## config.mk

```make
export PLATFORM = sky130hd
export DESIGN_NAME = four_digit_seven_segment_scan_core
export DESIGN_NICKNAME = d
export VERILOG_FILES = /design/src/rtl/fdss_pkg.sv /design/src/rtl/four_digit_seven_segment_scan_core.sv /design/src/rtl/fdss_in_stage.sv /design/src/rtl/fdss_digit_scan.sv
export SDC_FILE = /design/constraint.sdc
export NUM_CORES = 1
export LEC_CHECK = 0
export BUFFER_PORTS_ARGS = -buffer_cell sky130_fd_sc_hd__buf_2
export CORE_ASPECT_RATIO = 1.25
export CORE_UTILIZATION = 45
export DETAILED_ROUTE_END_ITERATION = 10
export PLACE_DENSITY = 0.7
export SLEW_MARGIN = 40
export SYNTH_ARGS = -nofsm -noshare
export SYNTH_HDL_FRONTEND = slang
export SYNTH_SLANG_ARGS = --single-unit
```

## constraint.sdc

```tcl
create_clock -name clk -period 10.3 [get_ports clk]
set_input_delay 1.03 -clock clk [delete_from_list [all_inputs] [get_ports clk]]
set_output_delay 1.03 -clock clk [all_outputs]
set_load 0.1 [all_outputs]
```

## src/rtl/fdss_pkg.sv

```systemverilog
package fdss_pkg;

    localparam int VALUE_W = 14;
    localparam int SEG_W   = 8;
    localparam int DIGITS  = 4;
    localparam int IDX_W   = $clog2(DIGITS);
    localparam int CODE_W  = 4;
    localparam int RADIX   = 10;

    localparam int S_DATA_W = 24;
    localparam int M_DATA_W = 16;

    localparam logic [IDX_W-1:0]   LAST_IDX   = IDX_W'(DIGITS - 1);
    localparam logic [VALUE_W-1:0] WRAP_LIMIT = 14'd10000;
    localparam logic [SEG_W-1:0]   POINT_MASK = 8'h7F;
    localparam logic [SEG_W-1:0]   POINT_DARK = 8'hFF;
    localparam logic [DIGITS-1:0]  FIRST_SEL  = 4'b0001;

    // Active-low common-anode patterns for the digits 0 through 9.
    localparam logic [SEG_W-1:0] SEG_TABLE [RADIX] = '{
        8'hC0, 8'hF9, 8'hA4, 8'hB0, 8'h99,
        8'h92, 8'h82, 8'hF8, 8'h80, 8'h90
    };

    // Multiples 0..9 of each place value, thousands first.
    localparam logic [VALUE_W-1:0] PLACE_MULT [DIGITS][RADIX] = '{
        '{14'd0, 14'd1000, 14'd2000, 14'd3000, 14'd4000,
          14'd5000, 14'd6000, 14'd7000, 14'd8000, 14'd9000},
        '{14'd0, 14'd100, 14'd200, 14'd300, 14'd400,
          14'd500, 14'd600, 14'd700, 14'd800, 14'd900},
        '{14'd0, 14'd10, 14'd20, 14'd30, 14'd40,
          14'd50, 14'd60, 14'd70, 14'd80, 14'd90},
        '{14'd0, 14'd1, 14'd2, 14'd3, 14'd4,
          14'd5, 14'd6, 14'd7, 14'd8, 14'd9}
    };

    typedef struct packed {
        logic [IDX_W-1:0]   point_digit;
        logic               point_on;
        logic [VALUE_W-1:0] value;
    } fdss_item_t;

endpackage

```

## src/rtl/four_digit_seven_segment_scan_core.sv

```systemverilog
// Four-digit seven-segment scan core. Each input word carries a value, a
// decimal-point enable and the point position (0 is the leftmost digit);
// values above 9999 show as the value modulo 10000. For every input word the
// core sends four output words, thousands first, each holding the active-low
// common-anode segment byte (point in bit 7, cleared where lit) and the
// one-hot digit enable; tlast marks the rightmost digit. The digit scanner
// emits one output word per cycle while m_tready does not stall the output;
// the scanner takes the next input word in the cycle that it
// registers the last digit of the previous one, and a one-word input register
// lets the upstream side hand over a word while the scan is still in progress.
module four_digit_seven_segment_scan_core
    import fdss_pkg::*;
(
    input  logic                clk,
    input  logic                rst_n,
    input  logic                s_tvalid,
    output logic                s_tready,
    // value [13:0], point_on [14], point_digit [16:15], zero fill above
    input  logic [S_DATA_W-1:0] s_tdata,
    output logic                m_tvalid,
    input  logic                m_tready,
    // segment_bits [7:0], digit_select [11:8], zero fill above
    output logic [M_DATA_W-1:0] m_tdata,
    output logic                m_tlast
);

    logic       item_valid;
    logic       item_ready;
    fdss_item_t item;

    fdss_in_stage u_in_stage (
        .clk        (clk),
        .rst_n      (rst_n),
        .s_tvalid   (s_tvalid),
        .s_tready   (s_tready),
        .s_tdata    (s_tdata),
        .item_valid (item_valid),
        .item_ready (item_ready),
        .item       (item)
    );

    fdss_digit_scan u_digit_scan (
        .clk        (clk),
        .rst_n      (rst_n),
        .item_valid (item_valid),
        .item_ready (item_ready),
        .item       (item),
        .m_tvalid   (m_tvalid),
        .m_tready   (m_tready),
        .m_tdata    (m_tdata),
        .m_tlast    (m_tlast)
    );

endmodule

```

## src/rtl/fdss_in_stage.sv

```systemverilog
module fdss_in_stage
    import fdss_pkg::*;
(
    input  logic                clk,
    input  logic                rst_n,
    input  logic                s_tvalid,
    output logic                s_tready,
    // value [13:0], point_on [14], point_digit [16:15], zero fill above
    input  logic [S_DATA_W-1:0] s_tdata,
    output logic                item_valid,
    input  logic                item_ready,
    output fdss_item_t          item
);

    logic         valid_reg;
    fdss_item_t   item_reg;
    fdss_item_t   item_next;
    logic [VALUE_W-1:0] raw_value;

    assign s_tready   = !valid_reg || item_ready;
    assign item_valid = valid_reg;
    assign item       = item_reg;

    // The field is at most 16383, so one subtraction brings it below 10000.
    always_comb
    begin
        raw_value             = s_tdata[VALUE_W-1:0];
        item_next.value       = (raw_value >= WRAP_LIMIT) ? raw_value - WRAP_LIMIT : raw_value;
        item_next.point_on    = s_tdata[VALUE_W];
        item_next.point_digit = s_tdata[VALUE_W+IDX_W:VALUE_W+1];
    end

    always_ff @(posedge clk or negedge rst_n)
    begin
        if (!rst_n)
        begin
            valid_reg <= 1'b0;
        end
        else if (s_tvalid && s_tready)
        begin
            valid_reg <= 1'b1;
        end
        else if (item_ready)
        begin
            valid_reg <= 1'b0;
        end
    end

    always_ff @(posedge clk)
    begin
        if (s_tvalid && s_tready)
        begin
            item_reg <= item_next;
        end
    end

endmodule

```

## src/rtl/fdss_digit_scan.sv

```systemverilog
module fdss_digit_scan
    import fdss_pkg::*;
(
    input  logic                clk,
    input  logic                rst_n,
    input  logic                item_valid,
    output logic                item_ready,
    input  fdss_item_t          item,
    output logic                m_tvalid,
    input  logic                m_tready,
    // segment_bits [7:0], digit_select [11:8], zero fill above
    output logic [M_DATA_W-1:0] m_tdata,
    output logic                m_tlast
);

    logic               busy_reg;
    logic [VALUE_W-1:0] rem_reg;
    logic [IDX_W-1:0]   idx_reg;
    logic               point_on_reg;
    logic [IDX_W-1:0]   point_digit_reg;

    logic               out_valid_reg;
    logic [SEG_W-1:0]   seg_reg;
    logic [DIGITS-1:0]  sel_reg;
    logic               last_reg;

    logic               out_load;
    logic               step;
    logic               load;
    logic [CODE_W-1:0]  digit;
    logic [SEG_W-1:0]   seg_next;
    logic [VALUE_W-1:0] rem_next;

    assign out_load   = !out_valid_reg || m_tready;
    assign step       = busy_reg && out_load;
    assign item_ready = !busy_reg || (step && idx_reg == LAST_IDX);
    assign load       = item_valid && item_ready;

    assign m_tvalid = out_valid_reg;
    assign m_tdata  = {{(M_DATA_W - SEG_W - DIGITS){1'b0}}, sel_reg, seg_reg};
    assign m_tlast  = last_reg;

    // The multiples rise with the digit, so the highest one not above the
    // remainder gives the digit of the current place.
    always_comb
    begin
        digit = '0;
        for (int k = 1; k < RADIX; k++)
        begin
            if (rem_reg >= PLACE_MULT[idx_reg][k])
            begin
                digit = CODE_W'(k);
            end
        end
        rem_next = rem_reg - PLACE_MULT[idx_reg][digit];
        seg_next = SEG_TABLE[digit]
                 & ((point_on_reg && point_digit_reg == idx_reg) ? POINT_MASK : POINT_DARK);
    end

    always_ff @(posedge clk or negedge rst_n)
    begin
        if (!rst_n)
        begin
            busy_reg      <= 1'b0;
            idx_reg       <= '0;
            out_valid_reg <= 1'b0;
        end
        else
        begin
            if (step)
            begin
                out_valid_reg <= 1'b1;
            end
            else if (m_tready)
            begin
                out_valid_reg <= 1'b0;
            end
            // A new word arrives either while the scanner is idle or together with the
            // last digit step, and then it restarts the scan.
            if (load)
            begin
                busy_reg <= 1'b1;
                idx_reg  <= '0;
            end
            else if (step)
            begin
                idx_reg <= idx_reg + 1'b1;
                if (idx_reg == LAST_IDX)
                begin
                    busy_reg <= 1'b0;
                end
            end
        end
    end

    always_ff @(posedge clk)
    begin
        if (step)
        begin
            seg_reg  <= seg_next;
            sel_reg  <= FIRST_SEL << idx_reg;
            last_reg <= (idx_reg == LAST_IDX);
        end
        if (load)
        begin
            rem_reg         <= item.value;
            point_on_reg    <= item.point_on;
            point_digit_reg <= item.point_digit;
        end
        else if (step)
        begin
            rem_reg <= rem_next;
        end
    end

    a_remainder_range: assert property (@(posedge clk) disable iff (!rst_n)
        busy_reg |-> (rem_reg < PLACE_MULT[idx_reg][RADIX-1] + PLACE_MULT[idx_reg][1]))
        else $error("remainder exceeds the range of the current place");

    a_load_restarts: assert property (@(posedge clk) disable iff (!rst_n)
        load |=> (busy_reg && idx_reg == '0))
        else $error("a new word did not restart the scan at the leftmost digit");

    a_last_matches_select: assert property (@(posedge clk) disable iff (!rst_n)
        out_valid_reg |-> (last_reg == sel_reg[DIGITS-1] && $onehot(sel_reg)))
        else $error("digit enable and last flag disagree");

    a_no_accept_midscan: assert property (@(posedge clk) disable iff (!rst_n)
        (busy_reg && idx_reg != LAST_IDX) |-> !item_ready)
        else $error("new word taken before the scan finished");

endmodule

```

# After elaboration in Yosys (flattened, before gate mapping)

Memories as Yosys holds them, arrays and structs flattened.
Index checks and enable logic that the tools add are counted.

Bitwise logic cells: 3
Eq/ne operators: 2
Reductions and logical operators: 16
Muxes and demuxes: 30
Shift-type cells: 1
Order comparisons: 12
Add/sub/neg operators: 3

Operator list:

| cell                                             | count |
|---|---|
| binary-select mux 140 bit (select 2 bit)         | 1 |
| 2-to-1 mux 140 bit                               | 2 |
| >= comparator 14 bit                             | 9 |
| 2-to-1 mux 14 bit                                | 5 |
| binary-select mux 14 bit (select 4 bit)          | 1 |
| 2-to-1 mux 4 bit                                 | 8 |
| 2-to-1 mux 8 bit                                 | 3 |
| >= comparator 14 bit (second input constant)     | 1 |
| subtractor 14 bit                                | 1 |
| subtractor 14 bit (second input constant)        | 1 |
| bitwise AND 8 bit                                | 1 |
| 2-to-1 mux 1 bit                                 | 8 |
| nonzero test 2 bit                               | 4 |
| >= comparator 5 bit (second input constant)      | 1 |
| logical AND 1 bit                                | 5 |
| inverter 4 -> 5 bit                              | 1 |
| 2-to-1 mux 2 bit                                 | 2 |
| << shifter 1 x 2 -> 4 bit (first input constant) | 1 |
| >= comparator 3 bit (second input constant)      | 1 |
| logical NOT 1 bit                                | 3 |
| logical OR 1 bit                                 | 3 |
| inverter 2 -> 3 bit                              | 1 |
| adder 2 x 1 -> 2 bit (second input constant)     | 1 |
| equality test 2 bit                              | 1 |
| 2 further kinds                                  | 2 |

Memory bits (read-only): 128
Register bits after elaboration: 52
Memories: 1
Input port bits: 28
Output and inout bits: 19
Logic and storage cells: 81

Memory list:

| name             | depth | width | read ports | clocked after Yosys merged registers in | wr ports | RTL line              | source |
|---|---|---|---|---|---|---|---|
| (name not given) | 16    | 8     | 1          | 0                                       | 0        | fdss_digit_scan.sv:56 | `seg_next = SEG_TABLE[digit]` |

# Logic depth before layout (Yosys ltp)

Depth after elaboration: 21
Gate-level depth with buffers: 28
Depth with buffers taken out: 25

# By module

From an unflattened synthesis, not the netlist that was laid out.

Cell total of the unflattened synthesis: 522
Area total of the unflattened synthesis: 4822.1 µm²

By module, submodules not included:

| module          | cells each | instances | seq. area each (µm²) | area an instance (µm²) |
|---|---|---|---|---|
| fdss_digit_scan | 459        | 1         | 970.9                | 3975.1 |
| fdss_in_stage   | 63         | 1         | 535.5                | 847.1 |

# Worst setup path before layout

No wires, ideal clock.

Path type: register to register
Start: register u_digit_scan.idx_reg[1]
End: register u_digit_scan.rem_reg[10], data pin
Setup slack: 4.022 ns
Buffers on the path: 4
Library setup time: 0.270 ns
Data required time: 10.030 ns
Clock period less this slack: 6.278 ns
Stages on the path, launching flop included: 27
Arrival time: 6.008 ns
Cell sequence: dfrtp_1 -> clkbuf_1 -> clkinv_1 -> ha_1 -> buf_2 -> inv_1 -> ha_1 -> a2111o_1 -> a2111oi_2 -> a32oi_1 -> a21o_1 -> o211ai_2 -> and2_1 -> buf_2 -> buf_2 -> nand2_1 -> o22a_1 -> fa_1 -> a21o_1 -> a21oi_1 -> o21bai_1 -> a21o_1 -> a21o_1 -> a41oi_1 -> nor2b_1 -> xor2_1 -> a21oi_1

Word-level cells in the longest chain between the ends: 21
Elaborated cells on any way between the ends: 33
Classes of those cells: 1 x add/sub; 9 x order compare; 1 x eq/ne; 17 x mux; 2 x bitwise; 3 x reduce/logical

Ends and longest elaborated chain:

| item                                                   | RTL line                                     | source |
|---|---|---|
| from (decl)                                            | fdss_digit_scan.sv:18                        | `logic [IDX_W-1:0] idx_reg;` |
| from (signal assigned)                                 | fdss_digit_scan.sv:87                        | `idx_reg <= idx_reg + 1'b1;` |
| inverter 2 -> 3 bit (not written as such)              | fdss_digit_scan.sv:50, fdss_digit_scan.sv:55 |  |
| binary-select mux 140 bit (select 2 bit)               | fdss_digit_scan.sv:50, fdss_digit_scan.sv:55 |  |
| 2-to-1 mux 140 bit (not written as such) (2 in series) | fdss_digit_scan.sv:50                        | `if (rem_reg >= PLACE_MULT[idx_reg][k])` |
| >= comparator 14 bit                                   | fdss_digit_scan.sv:50                        |  |
| 2-to-1 mux 1 bit                                       | fdss_digit_scan.sv:50                        |  |
| 2-to-1 mux 4 bit (8 in series)                         | fdss_digit_scan.sv:50                        |  |
| inverter 4 -> 5 bit (not written as such)              | fdss_digit_scan.sv:55                        | `rem_next = rem_reg - PLACE_MULT[idx_reg][digit];` |
| binary-select mux 14 bit (select 4 bit)                | fdss_digit_scan.sv:55                        |  |
| 2-to-1 mux 14 bit (not written as such) (2 in series)  | fdss_digit_scan.sv:55                        |  |
| subtractor 14 bit                                      | fdss_digit_scan.sv:55                        |  |
| 2-to-1 mux 14 bit                                      | fdss_digit_scan.sv:110                       | `else if (step)` |
| 2-to-1 mux 14 bit *                                    | fdss_digit_scan.sv:104                       | `if (load)` |
| to (signal assigned)                                   | fdss_digit_scan.sv:106                       | `rem_reg <= item.value;` |
| to (signal assigned)                                   | fdss_digit_scan.sv:112                       | `rem_reg <= rem_next;` |
| to (decl)                                              | fdss_digit_scan.sv:17                        | `logic [VALUE_W-1:0] rem_reg;` |

Mark *: on every way between the ends. The rest lies on a longest branch, timed or not. The select of a mux whose other input is x is not followed.
A chain may end at the register's enable or synchronous reset.

# Worst setup path in the final report

Start: register u_digit_scan.idx_reg[0]
End: register u_digit_scan.rem_reg[13], data pin

The elaborated chain is that of the path after synthesis.

==> run summary <==
Rows: 41
Delay of the slowest critical-path stage: 630 ps
Clk root buf: clkbuf_16
Top-area cell type share of the netlist area: 28.7%
Nets: 642
Hold_ws: 421 ps
Synthesized area: 0.00482 sq mm
Number of buffers added on ports: 35
First-pass GRT wire length: 20900 um
Seq/Total Area, Yosys: 31.3%
Final min period: 7380 ps
Number of remaining DRC errors: 0
Vias in the first global route: 4250
Drt first pass iters: 6
Fin crit share: 71.7%
Setup violations, final: 0
Reg-to-reg startpoint: u_digit_scan.idx_reg[0]$_DFFE_PN0P_
Post_cts resized: 0
Type of the worst setup path: flop to flop
Worst Setup Start Kind: flop
FF-to-FF path depth: 22
GRT Overall Usage: 24.2%
FF-to-FF setup slack: 2920 ps
Number of synthesized register bits: 51
Normalized max-slew margin: 51.4%
Pre-CTS WS: 3050 ps
Finished Layout Cells: 677
Worst Setup EP: u_digit_scan.rem_reg[13]$_DFFE_PP_
Largest net degree at the start of global routing: 19
Cts hold-fix bufs: 0
Top fanout value on the critical path: 16
Hold WC Path Type: flop to flop
Count leader, synth: ha_1
F_max: 135 MHz
Clk buf depth: 2
Gate Count Post-Synth: 516
EDFF count, synth: 46
CTS tree: done
Die height: 118 um
Multi-input gate area: 0.00314 sq mm
FF+latch area: 0.00151 sq mm
Synth area leaders: edfxtp_1, ha_1, nand2_1
FILL cells: 971
Initial core utilization: 47.0%
CP endpoint kind: flop
DRT Wirelength: 12900 um
Grt ovf: 0
Core area: 0.0103 sq mm
R2R Path End: u_digit_scan.rem_reg[13]$_DFFE_PP_
Final Wtd Congestion: 0.920
CTS buffer count: 5
Drt wl/cell: 19.0 um
Netlist cell types: 81
Clock sink count: 51
Critical Path RT: 10330 ps
Synthesized area per cell: 9.34 sq um
Vias: 4207
Htree depth: 2
Synth Warn #: 0
Slew @ Worst Pin: 728 ps
Most frequent cells after synthesis: ha_1, nand2_1, edfxtp_1
Initial antenna violation count: 0
Area delta synth->final: 8.91%
Post-route clock skew: 10.9 ps
Critical Path, Cell by Cell: inv_1, ha_1, inv_1, ha_1, a2111o_1, a2111oi_2, a32oi_1, a21o_1, o211ai_2, and2_1, inv_2, mux2i_1, a311o_1, ha_1, o21ai_0, a21oi_1, o21ai_0, a211oi_1, nor3b_1, o31ai_1, xnor2_1, o21ai_0
CP max-delay cell: ha_1
Final ANT Viol Nets: 0
Starting DRT DRC Count: 292
Synth area leader: edfxtp_1
Share of cells above drive strength 1: 12.6%
Max-Cap Viols: 0
Dpl cells: 669
Worst-Skew Late Latency: 300 ps
Final hold vios: 0
# diodes: 0
Post-CTS Setup Bufs: 0
Unrepaired setup endpoints after global routing: no
Ys async rst share: 9.80%
Final Max Tran Viols: 0
Clock slew at reported path FFs: 70 ps
Die area: 0.0111 sq mm
Worst setup margin: 2920 ps
Boundary pin count: 47
Status: finished, final reports clean
Setup_tns: 0 ps
Die width: 94.6 um
Largest register FFs: 17
HPWL after DPL: 9900 um
Worst setup path startpoint: u_digit_scan.idx_reg[0]$_DFFE_PN0P_
Routed vias/inst: 6.21
Critical Path AT: 7410 ps
Top_reg_cell synth: edfxtp_1
## layout by cell type (no fill, tap or decap), drive strengths merged, types with 4 or more instances in the layout
cell     instances
a2111oi          4
nor2b            9
buf             36
nand2           51
nor3             7
nand2b          10
dfrtp            5
inv             26
ha              66
o211ai          10
o21ai           34
edfxtp          46
or2              4
a31oi            9
a211oi           9
clkbuf           5
xnor2           19
a211o            4
o211a            4
xor2             4
nor2            39
and2             4
a21oi           32
and3             7
a21o            13
nand3           18
conb             4
nand4            5
## worst max-delay path, delay by kind of cell (launching register included)
| kind | cells | cell delay [ps] |
|---|---|---|
| XOR/XNOR | 1 | 170 |
| AND/OR/NAND/NOR | 2 | 670 |
| adder cells (fa/ha/maj) | 3 | 1510 |
| multiplexers | 1 | 170 |
| buffers and inverters | 3 | 990 |
| AO/OA/AOI/OAI | 12 | 3110 |
| flip-flops | 1 | 460 |
## worst min path at each step
stage | depth (start not counted) | slack [ps] | start | end
2_1_floorplan | 0 | 400 | u_in_stage.item[15]$_DFFE_PP_ | u_digit_scan.point_digit_reg[0]$_DFFE_PP_
3_3_place_gp | 0 | 400 | u_in_stage.item[14]$_DFFE_PP_ | u_digit_scan.point_on_reg$_DFFE_PP_
3_5_place_dp | 0 | 400 | u_in_stage.item[15]$_DFFE_PP_ | u_digit_scan.point_digit_reg[0]$_DFFE_PP_
4_1_cts | 0 | 420 | u_in_stage.item[15]$_DFFE_PP_ | u_digit_scan.point_digit_reg[0]$_DFFE_PP_
5_1_grt | 0 | 430 | u_in_stage.item[16]$_DFFE_PP_ | u_digit_scan.point_digit_reg[1]$_DFFE_PP_
6_report | 0 | 420 | u_in_stage.item[15]$_DFFE_PP_ | u_digit_scan.point_digit_reg[0]$_DFFE_PP_
## per-layer routing
| layer | wire, um | up-vias | GRT usage (%) | part of all wire, % |
|---|---|---|---|---|
| met5 | 0 | - | 0 | 0 |
| met4 | 560 | 0 | 13.0 | 4.4 |
| met3 | 626 | 42 | 2.45 | 4.9 |
| met2 | 6440 | 165 | 41.6 | 50 |
| met1 | 5230 | 1981 | 29.3 | 41 |
| li1 | - | 2019 | - | - |
## layout make-up
type | instances | area share (%)
timing repair buffer | 36 | 3.48
inverter | 26 | 1.91
sequential | 51 | 28.7
multi-input combinational | 427 | 59.9
clock inverter | 3 | 0.548
tap | 129 | 3.08
clock buffer | 5 | 2.38
## through the flow
| step | instance area [sq um] | util [%] |
|---|---|---|
| finish | 5250 | 51.1 |
| global route | 5250 | 51.1 |
| CTS | 5250 | 51.1 |
| detailed placement | 5090 | 49.6 |
| global placement | 5090 | 49.6 |
| floorplan | 4830 | - |
## cell families (layout without fill, tap and decap cells)
family | Yosys count | in the layout | synth area share (%)
simple gates | 170 | 170 | 18.2
compound gates | 157 | 157 | 23.7
fa+ha+maj | 68 | 68 | 17.8
flops | 51 | 51 | 31.3
buf+inv | 41 | 70 | 3.74
xor+xnor | 23 | 23 | 4.18
mux | 5 | 5 | 1.09
other cells | 1 | 4 | 0.0778
Power is left out: the tool's default activity adds up to more than one toggle a clock period on the data nets, which glitch-free logic cannot reach.
